## src/hw/rtl/tli_pkg.sv

```systemverilog
// ----------------------------------------------------------------------------
// tli_pkg: shared definitions for the table linear interpolator
// Command and status codes, field widths and the quotient type passed from
// the serial divider to the sequencer.
// ----------------------------------------------------------------------------
package tli_pkg;

	localparam int TABLE_DEPTH_DEF = 256;

	localparam int FUNC_W  = 2;
	localparam int FREQ_W  = 32;
	localparam int LEVEL_W = 16;
	localparam int STAT_W  = 2;

	// quotient magnitude bits kept; anything at or above 2^QUOT_W saturates
	localparam int QUOT_W = 18;
	localparam int NUM_W  = FREQ_W + LEVEL_W;

	localparam logic [FUNC_W-1:0] FUNC_CLEAR  = 2'd0;
	localparam logic [FUNC_W-1:0] FUNC_APPEND = 2'd1;
	localparam logic [FUNC_W-1:0] FUNC_REWIND = 2'd2;
	localparam logic [FUNC_W-1:0] FUNC_QUERY  = 2'd3;

	localparam logic [STAT_W-1:0] STAT_INTERP = 2'd0;
	localparam logic [STAT_W-1:0] STAT_BELOW  = 2'd1;
	localparam logic [STAT_W-1:0] STAT_ABOVE  = 2'd2;
	localparam logic [STAT_W-1:0] STAT_SMALL  = 2'd3;

	localparam logic signed [LEVEL_W-1:0] LEVEL_MAX = {1'b0, {(LEVEL_W-1){1'b1}}};
	localparam logic signed [LEVEL_W-1:0] LEVEL_MIN = {1'b1, {(LEVEL_W-1){1'b0}}};

	typedef struct packed {
		logic              ovf;
		logic [QUOT_W-1:0] mag;
	} quot_t;

endpackage

```

## src/hw/rtl/tli_div.sv

```systemverilog
// ----------------------------------------------------------------------------
// tli_div: serial rounding divider
// Computes (2*num + den) / (2*den) one quotient bit per cycle, restoring
// form, with one extra leading step that flags a quotient too big to keep.
// ----------------------------------------------------------------------------
module tli_div import tli_pkg::*; (
	input  logic              clk,
	input  logic              arst_n,
	input  logic              start,
	input  logic [NUM_W-1:0]  num,
	input  logic [FREQ_W-1:0] den,
	output logic              busy,
	output quot_t             quot
);

	localparam int REM_W = NUM_W + 2;
	localparam int DSR_W = FREQ_W + 1 + QUOT_W;
	localparam int CNT_W = $clog2(QUOT_W + 1);

	logic [REM_W-1:0]  rem_q;
	logic [DSR_W-1:0]  dsr_q;
	logic [QUOT_W:0]   quo_q;
	logic [CNT_W-1:0]  cnt_q;
	logic              busy_q;
	logic [DSR_W-1:0]  rem_ext;
	logic [DSR_W-1:0]  diff;
	logic              ge;

	// trial subtract of the shifted divisor
	always_comb begin
		rem_ext = {{(DSR_W-REM_W){1'b0}}, rem_q};
		ge      = rem_ext >= dsr_q;
		diff    = rem_ext - dsr_q;
	end

	// step counter
	always_ff @(posedge clk or negedge arst_n) begin
		if (!arst_n) begin
			busy_q <= 1'b0;
			cnt_q  <= '0;
		end else if (start) begin
			busy_q <= 1'b1;
			cnt_q  <= CNT_W'(QUOT_W);
		end else if (busy_q) begin
			if (cnt_q == '0) begin
				busy_q <= 1'b0;
			end else begin
				cnt_q <= cnt_q - 1'b1;
			end
		end
	end

	// remainder, divisor and quotient
	always_ff @(posedge clk) begin
		if (start) begin
			rem_q <= REM_W'({num, 1'b0}) + REM_W'(den);
			dsr_q <= {den, 1'b0, {QUOT_W{1'b0}}};
			quo_q <= '0;
		end else if (busy_q) begin
			if (ge) begin
				rem_q <= diff[REM_W-1:0];
			end
			dsr_q <= dsr_q >> 1;
			quo_q <= {quo_q[QUOT_W-1:0], ge};
		end
	end

	assign busy     = busy_q;
	assign quot.ovf = quo_q[QUOT_W];
	assign quot.mag = quo_q[QUOT_W-1:0];

endmodule

```

## config.mk

```make
export PLATFORM = sky130hd
export DESIGN_NAME = tli_div
export DESIGN_NICKNAME = d
export VERILOG_FILES = /design/src/hw/rtl/tli_pkg.sv /design/src/hw/rtl/tli_div.sv
export SDC_FILE = /design/constraint.sdc
export NUM_CORES = 1
export LEC_CHECK = 0
export ABC_CLOCK_PERIOD_IN_PS = 11330
export BUFFER_PORTS_ARGS = -buffer_cell sky130_fd_sc_hd__buf_2
export CORE_MARGIN = 2
export CORE_UTILIZATION = 55
export CTS_BUF_LIST = sky130_fd_sc_hd__clkbuf_4
export DETAILED_ROUTE_END_ITERATION = 6
export GPL_TIMING_DRIVEN = 0
export PLACE_DENSITY = 0.75
export SYNTH_ARGS = -nofsm -noshare
export SYNTH_HDL_FRONTEND = slang
export SYNTH_SLANG_ARGS = --single-unit
```

## constraint.sdc

```tcl
create_clock -name clk -period 11.33 [get_ports clk]
set_clock_uncertainty 0.2 [all_clocks]
set_input_delay 1.133 -clock clk [delete_from_list [all_inputs] [get_ports clk]]
set_output_delay 1.133 -clock clk [all_outputs]
set_load 0.01 [all_outputs]
```

# After elaboration in Yosys (flattened, before gate mapping)

Cells that the tools add are included.

Equality and inequality tests: 1
Magnitude comparators: 1
Mux-type cells: 11
Add/subtract/negate cells: 3
Reductions and logical operators: 5

Operators by type and width:

| operator            | number |
|---|---|
| $mux 50             | 3 |
| $mux 51             | 2 |
| $ge 50x51->1        | 1 |
| $add 49x32->50      | 1 |
| $sub 50x50->50      | 1 |
| $mux 5              | 3 |
| $logic_not 5->1     | 1 |
| $sub 5x1->5 const B | 1 |
| $reduce_and 2->1    | 2 |
| $reduce_bool 2->1   | 2 |
| $mux 1              | 3 |
| $ne 2x2->1 const B  | 1 |

Flip-flop bits (word level): 126
Output and inout port bits: 20
Bits of input ports: 83

# Logic depth before layout (Yosys ltp)

Gate-level depths: netlist of run 1.

Depth in word-level cells: 4
Gate-level depth with buffers: 12

# Worst setup path after synthesis of run 1

Ideal clock, no wire load.

Path type: reg-to-reg
From: register rem_q[4]
To: register rem_q[0], enable pin
Cell stages (with the launch flop): 11
Slack: 6.856 ns
Library setup time: 0.724 ns
Arrival: 3.550 ns
Data required time: 10.406 ns
Period minus slack after synthesis: 4.474 ns
Path through: edfxtp_1 > ha_1 > a21o_1 > or3_1 > o21ai_1 > o211ai_1 > a31oi_1 > o31ai_2 > a21o_1 > a41oi_1 > nand3_1

Word-level cells in the longest chain between the ends: 3

RTL lines:

| item                        | RTL line      | source |
|---|---|---|
| start: declaration          | tli_div.sv:20 | `logic [REM_W-1:0] rem_q;` |
| start signal: assignment    | tli_div.sv:56 | `rem_q <= REM_W'({num, 1'b0}) + REM_W'(den);` |
| start signal: assignment    | tli_div.sv:61 | `rem_q <= diff[REM_W-1:0];` |
| $ge 50x51->1                | tli_div.sv:32 | `ge = rem_ext >= dsr_q;` |
| $reduce_bool 2->1 (no line) | n/a           |  |
| $reduce_and 2->1 (no line)  | n/a           |  |

No other way between the ends.
A chain may end at the register's enable or synchronous reset.

# Final worst setup path of run 1

From: register rem_q[4]
To: register rem_q[30], enable pin

Same word-level chain as after synthesis.

==> results.json, run 1 <==
{
  "final_max_slew_viol_count": 0,
  "r2r-start": "rem_q[4]$_DFFE_PP_",
  "place_congestion": 0.9528,
  "numCtsBuffers": 17,
  "die_w_um": 140.7,
  "total_power_uw": 2610,
  "min_period_ns": 4.502,
  "grt_overflow": 0,
  "die-area_um2": 19790,
  "max-slew-margin-rel": 0.2903,
  "worst_setup_path_start_kind": "register",
  "wl_per_cell_um": 18.25,
  "synth_cell_type_count": 82,
  "postSynthCellCount": 1210,
  "cts_max_path_buffers": 2,
  "via_per_inst": 5.967,
  "cp-end-kind": "register",
  "cts_root_buf": "clkbuf_4",
  "grt_pass1_vias": 8905,
  "max_freq_mhz": 222.1,
  "cpMaxStageDelayCell": "nand3_4",
  "crit_arrival_ns": 4.36,
  "max-cap-violations": 0,
  "antenna_found_initial": 1,
  "first_pass_iters": 5,
  "drc_errors": 0,
  "drtIter0Drc": 879,
  "postCtsSetupRepairBufs": 0,
  "placed_cell_area_um2": 11080,
  "worstPathRequired_ns": 11.19,
  "cp_max_fo": 50,
  "syn_nets": 1378,
  "start_util": 0.5661,
  "fin_ws_ns": 6.828,
  "reg2reg_depth": 10,
  "crit_end": "rem_q[30]$_DFFE_PP_",
  "crit_top_cell": "a21o_1",
  "reg2reg_to": "rem_q[30]$_DFFE_PP_",
  "power_density_nw_per_um2": 229.5,
  "numClockSinks": 126,
  "syn_avg_cell_area_um2": 8.490,
  "htree_levels": 4,
  "ys_seq_elements": 126,
  "worstPathCellList": "ha_1 -> a21o_1 -> or3_1 -> o21ai_1 -> o211ai_1 -> a31oi_1 -> o31ai_2 -> a21o_1 -> a41oi_1 -> nand3_4",
  "grt_pass1_wl_mm": 45.80,
  "crit_type": "register to register",
  "core_um2": 18150,
  "whs_ns": 0.1488,
  "cpPeakStageDelay_ns": 0.67,
  "cts_hold_buf": 0,
  "drt_wl_total_mm": 28.72,
  "synthToLayoutAreaGrowth_pct": 10.69,
  "cts_tree": "yes",
  "clk-insertion-delay-late_ns": 0.57,
  "cp-startpoint": "rem_q[4]$_DFFE_PP_",
  "die_h_um": 140.7,
  "seq_area_frac_synth": 0.3284,
  "status": "finished clean",
  "r2r_setup_slack_ns": 6.83,
  "dpl.hpwl_mm": 22.75,
  "grt_usage": 0.2927,
  "async_flop_share": 0.04762,
  "pin_count": 103,
  "io_buffers": 101,
  "yosysWarnings": 0,
  "rsz0062_at_grt": "no",
  "synth_area_um2": 10270,
  "worst_ir_drop_vdd_mv": 0.09997,
  "finalCritPeriodShare": 0.3973,
  "tightest_slew_ns": 1.051,
  "min_path_type": "primary input to async pin",
  "synth_ff_type": "edfxtp_1",
  "grt_max_degree": 51,
  "p_leak_uw": 0.005080,
  "final_nets": 1498,
  "finalHoldViolations": 0,
  "synth_edf_count": 82,
  "clk_pin_slew_ns": 0.15,
  "num_vias": 9386,
  "pre_cts_ws_ns": 6.367,
  "setup_viol": 0,
  "final_layout_size_suffix_gt1_frac": 0.1273,
  "setup_tns_ns": 0,
  "cts.repair.resized": 0,
  "drtAntennaViolNets": 0,
  "num_rows": 49,
  "final_area_um2": 11370
}
[through the flow]
| step | util | std cells |
|---|---|---|
| 2_1_floorplan | - | 1210 |
| 3_3_place_gp | 0.6097 | 1540 |
| 3_5_place_dp | 0.6104 | 1540 |
| 4_1_cts | 0.6264 | 1572 |
| 5_1_grt | 0.6266 | 1573 |
| 6_report | 0.6266 | 1573 |
[synth_stat cells (all sizes together) (3+ instances only)]
cell	n	area share
o21ai	91	0.045
a2111oi	3	0.0056
mux2i	48	0.047
o311ai	3	0.0026
nor3	17	0.0083
a311oi	4	0.0040
clkbuf	47	0.017
and2	4	0.0024
nand2b	10	0.0061
or2	4	0.0024
o211ai	7	0.0056
xor2	44	0.038
nor2	112	0.041
nand3	20	0.0097
inv	76	0.028
dfxtp	38	0.074
a41oi	4	0.0034
ha	83	0.10
or3	8	0.0054
a21o	40	0.029
nand2	139	0.051
a22o	9	0.0077
a211oi	10	0.0085
and4	5	0.0045
o21bai	14	0.011
nor3b	6	0.0044
and3	14	0.0090
nor2b	9	0.0055
a211o	3	0.0026
a21oi	114	0.057
o21a	5	0.0037
buf	11	0.0048
edfxtp	82	0.24
a31oi	11	0.0067
o31ai	11	0.0090
nor4	9	0.0067
dfrtp	6	0.015
nand4	17	0.010
xnor2	40	0.034
[placed cells by master, fill, tap and decap left out, types with 10 or more instances in the layout]
master / Yosys / final
nand4_1: 17 / 17
clkbuf_1: 46 / 46
nand3_1: 20 / 19
inv_1: 76 / 76
nand2b_1: 10 / 10
a31oi_1: 11 / 11
o21bai_1: 13 / 13
edfxtp_1: 82 / 82
xor2_1: 44 / 44
a21o_1: 38 / 38
xnor2_1: 40 / 40
clkbuf_4: 0 / 17
dfxtp_1: 38 / 38
and3_1: 13 / 13
nor2_1: 112 / 112
mux2i_1: 48 / 48
nand2_1: 139 / 139
ha_1: 83 / 83
a21oi_1: 113 / 113
nor3_1: 17 / 17
o21ai_0: 85 / 85
buf_2: 6 / 107
[worst max-delay path: cells and delay by family, from the launching register on]
| kind | cells | cell delay [ns] |
|---|---|---|
| compound gates | 7 | 1.96 |
| fa+ha+maj | 1 | 0.36 |
| flops | 1 | 0.41 |
| simple gates | 2 | 1.02 |
[worst min-delay path by stage]
stage,start,to,slack [ns],cells after the start
after floorplan,dsr_q[0]$_SDFFE_PP0P_,dsr_q[0]$_SDFFE_PP0P_,0.26,2
after global placement,dsr_q[0]$_SDFFE_PP0P_,dsr_q[0]$_SDFFE_PP0P_,0.29,2
after detailed placement,dsr_q[0]$_SDFFE_PP0P_,dsr_q[0]$_SDFFE_PP0P_,0.30,2
after CTS,arst_n,cnt_q[3]$_DFFE_PN0P_,0.11,1
after global routing,arst_n,cnt_q[3]$_DFFE_PN0P_,0.11,1
final,arst_n,cnt_q[3]$_DFFE_PN0P_,0.15,1
[cells by family (layout without fill, tap and decap cells)]
group	after synthesis	in the layout	synth area share
AO/OA/AOI/OAI	352	352	0.2256
XOR/XNOR	84	84	0.07162
adder cells (fa/ha/maj)	85	85	0.1050
buffers and inverters	134	267	0.04982
flip-flops	126	126	0.3284
multiplexers	49	49	0.04823
other	0	1	0
AND/OR/NAND/NOR	380	380	0.1714
[power by group]
part	total [uW]	internal (uW)	switching, uW
combinational	1560	599	960
clock	325	103	223
sequential	725	671	54.1
total	2610	1370	1240
[layout make-up]
cell class                      count  area [um2]
Fill cell                        1653        6777
Multi-Input combinational cell    950        6400
Sequential cell                   126        3373
Timing Repair Buffer              101       505.5
Tap cell                          229       286.5
Inverter                           76       285.3
Buffer                             58       226.5
Clock inverter                     15       163.9
Clock buffer                       17       127.6
Antenna cell                        1       2.502
[sequential cells by signal, indices dropped and copies added (netlist names)]
signal / cells
rem_q: 50
quot: 19
busy: 1
dsr_q: 51
cnt_q: 5
[layer usage]
metal  up-vias  track usage  routed length (um)  share of wire
li1       4619            -                   -              -
met1      4399       0.3928               12660           0.44
met2       339       0.4873               13460           0.47
met3        29      0.06216                2119          0.074
met4         0      0.06947                 473          0.016
met5         -            0                   0              0
Power figures use the tool's default switching activity.
==> run 2: changes to the inputs <==
--- a/config.mk
+++ b/config.mk
@@ -5,14 +5,14 @@
 export SDC_FILE = /design/constraint.sdc
 export NUM_CORES = 1
 export LEC_CHECK = 0
-export ABC_CLOCK_PERIOD_IN_PS = 11330
+export ABC_CLOCK_PERIOD_IN_PS = 3700
 export BUFFER_PORTS_ARGS = -buffer_cell sky130_fd_sc_hd__buf_2
 export CORE_MARGIN = 2
 export CORE_UTILIZATION = 55
 export CTS_BUF_LIST = sky130_fd_sc_hd__clkbuf_4
 export DETAILED_ROUTE_END_ITERATION = 6
 export GPL_TIMING_DRIVEN = 0
-export PLACE_DENSITY = 0.75
+export PLACE_DENSITY = 0.78
 export SYNTH_ARGS = -nofsm -noshare
 export SYNTH_HDL_FRONTEND = slang
 export SYNTH_SLANG_ARGS = --single-unit
==> constraint.sdc (replaced) <==
create_clock -name clk -period 3.7 [get_ports clk]
set_clock_uncertainty 0.2 [all_clocks]
set_input_delay 0.37 -clock clk [delete_from_list [all_inputs] [get_ports clk]]
set_output_delay 0.37 -clock clk [all_outputs]
set_load 0.01 [all_outputs]
==> run 2 against run 1 <==
Effect of this change:
- the run now ends with design-rule violations left
- final area rose by 6.5%
- routed wire length rose by 10%
- largest cell class unchanged
- critical path type unchanged
- combinational power grew to 3.4 times the previous value
- non-clock buffer count grew 51
- worst hold slack got worse by 0.12 ns
- sequential power rose to 3.1 times the previous value
==> results.json, run 2 (same netlist as run 1, synthesis figures left out) <==
{
  "grt_pass1_wl_mm": 48.93,
  "final_common_cell": "nand2_1",
  "final_nets": 1552,
  "worstPathRequired_ns": 3.80,
  "power_density_nw_per_um2": 702.9,
  "setup_viol": 0,
  "fillerInstances": 1531,
  "min_path_type": "primary input to register",
  "grt_overflow": 0,
  "crit_top_cell": "buf_4",
  "multiInputGateArea_um2": 6596,
  "first_pass_iters": 7,
  "via_per_inst": 6.159,
  "worstPathCellList": "inv_1 -> ha_1 -> buf_2 -> nand4_1 -> buf_4 -> nor4_2 -> a221oi_1 -> o211ai_1 -> buf_4 -> a31oi_4 -> o31ai_4 -> a21o_4 -> a41oi_4 -> buf_12 -> nand3_4 -> buf_4",
  "synthToLayoutAreaGrowth_pct": 17.94,
  "drtIter0Drc": 1170,
  "postLayoutCoreUtil": 0.6676,
  "worst_setup_path_start_kind": "register",
  "whs_ns": 0.03307,
  "crit_arrival_ns": 3.71,
  "start_util": 0.5661,
  "tightest_slew_ns": 1.043,
  "numCtsBuffers": 17,
  "num_vias": 10020,
  "worst_ir_drop_vdd_mv": 0.3565,
  "fin_ws_ns": 0.09048,
  "pre_cts_ws_ns": -0.7400,
  "cpPeakStageDelay_ns": 0.38,
  "numClockSinks": 126,
  "clk_pin_slew_ns": 0.15,
  "die-area_um2": 19790,
  "placed_cell_area_um2": 11080,
  "io_buffers": 101,
  "drt_wl_total_mm": 31.59,
  "grt_pass1_vias": 9447,
  "max_freq_mhz": 277.0,
  "top_register": "dsr_q",
  "final_area_um2": 12120,
  "drtAntennaViolNets": 0,
  "cts_max_path_buffers": 2,
  "finalHoldViolations": 0,
  "wl_per_cell_um": 19.41,
  "grt_usage": 0.3133,
  "p_leak_uw": 0.005362,
  "crit_type": "register to register",
  "grt_max_degree": 33,
  "cts_tree": "yes",
  "r2r_setup_slack_ns": 0.09,
  "antenna_found_initial": 2,
  "min_period_ns": 3.610,
  "cp-end-kind": "register",
  "largest_reg_flops": 51,
  "dpl.hpwl_mm": 23.19,
  "violations": "design-rule violations",
  "rsz0062_at_grt": "no",
  "max-cap-violations": 0,
  "drc_errors": 1,
  "core_um2": 18150,
  "cts_root_buf": "clkbuf_4",
  "die_w_um": 140.7,
  "place_congestion": 0.9804,
  "max-slew-margin-rel": 0.3046,
  "final_max_slew_viol_count": 0,
  "htree_levels": 4,
  "cp_max_fo": 9,
  "layout_common_cells": "139 x nand2_1, 112 x nor2_1, 111 x a21oi_1",
  "final_layout_size_suffix_gt1_frac": 0.1496,
  "pin_count": 103,
  "regArea_um2": 3376,
  "finalCritPeriodShare": 0.9755,
  "die_h_um": 140.7,
  "status": "finished with violations",
  "setup_tns_ns": 0,
  "clk-insertion-delay-late_ns": 0.58,
  "cpMaxStageDelayCell": "dfxtp_1",
  "num_rows": 49
}
==> run 2: cell types whose count changed in the layout (fill, tap and decap cells not counted), sizes merged <==
cell         change
dlygate4sd3     +39
clkbuf           -3
nand3            +3
buf             +15
bufinv           +1
clkinv           -1
==> run 2: power breakdown <==
part | switching, uW | internal, uW
Clock | 662 | 370
Sequential | 173 | 2050
Combinational | 3190 | 2070
Total | 4020 | 4490
==> run 2: final timing paths <==
kind                                        start                     to  cells past startpoint
setup / recovery           dsr_q[13]$_SDFFE_PP0P_    rem_q[48]$_DFFE_PP_                     16
hold / removal                            num[33]    rem_q[34]$_DFFE_PP_                      3
setup reg to reg           dsr_q[13]$_SDFFE_PP0P_    rem_q[48]$_DFFE_PP_                     16
hold reg to reg             quot[18]$_SDFFE_PP0P_  quot[18]$_SDFFE_PP0P_                      2
max in group asynchronous                  arst_n   cnt_q[1]$_DFFE_PN0P_                      3
min in group asynchronous                  arst_n   cnt_q[2]$_DFFE_PN0P_                      3
==> run 2: layout make-up <==
cell class	instances	area share
clock inverter	15	0.01384
multi-input combinational	953	0.5445
timing repair buffer	155	0.08737
inverter	76	0.02355
tap	229	0.02365
sequential	126	0.2786
clock buffer	17	0.01053
buffer	55	0.01776
antenna	1	0.0002065
==> run 2: critical path, delay by kind of cell (launching register included) <==
kind                       cells  cell delay [ns]
buffers and inverters          6             1.05
DFF                            1             0.38
AOI/OAI and AO/OA              6             0.99
and+or+nand+nor                3             0.45
adders and majority gates      1             0.27
==> run 2: per-stage QoR <==
stage	instances	total power (uW)
4_1_cts	1624	8249
3_3_place_gp	1540	6858
5_1_grt	1627	9044
3_5_place_dp	1540	6930
6_report	1627	8515
2_1_floorplan	1210	5825
==> run 2: routing by layer <==
layer / GRT usage / vias to the layer above / part of all wire
li1: - / 4717 / -
met1: 0.4115 / 4692 / 0.41
met2: 0.5307 / 516 / 0.47
met3: 0.05537 / 96 / 0.089
met4: 0.09421 / 0 / 0.034
met5: 0 / - / 0
==> run 2: what timing repair did <==
action                                  4_1_cts  5_1_grt
setup buffers                                10        5
hold endpoints to repair                     44        0
resized for setup                             9       23
pin swaps                                     5        6
endpoints found under the setup margin       51       62
hold buffers                                 39        0
gates cloned                                  3        0
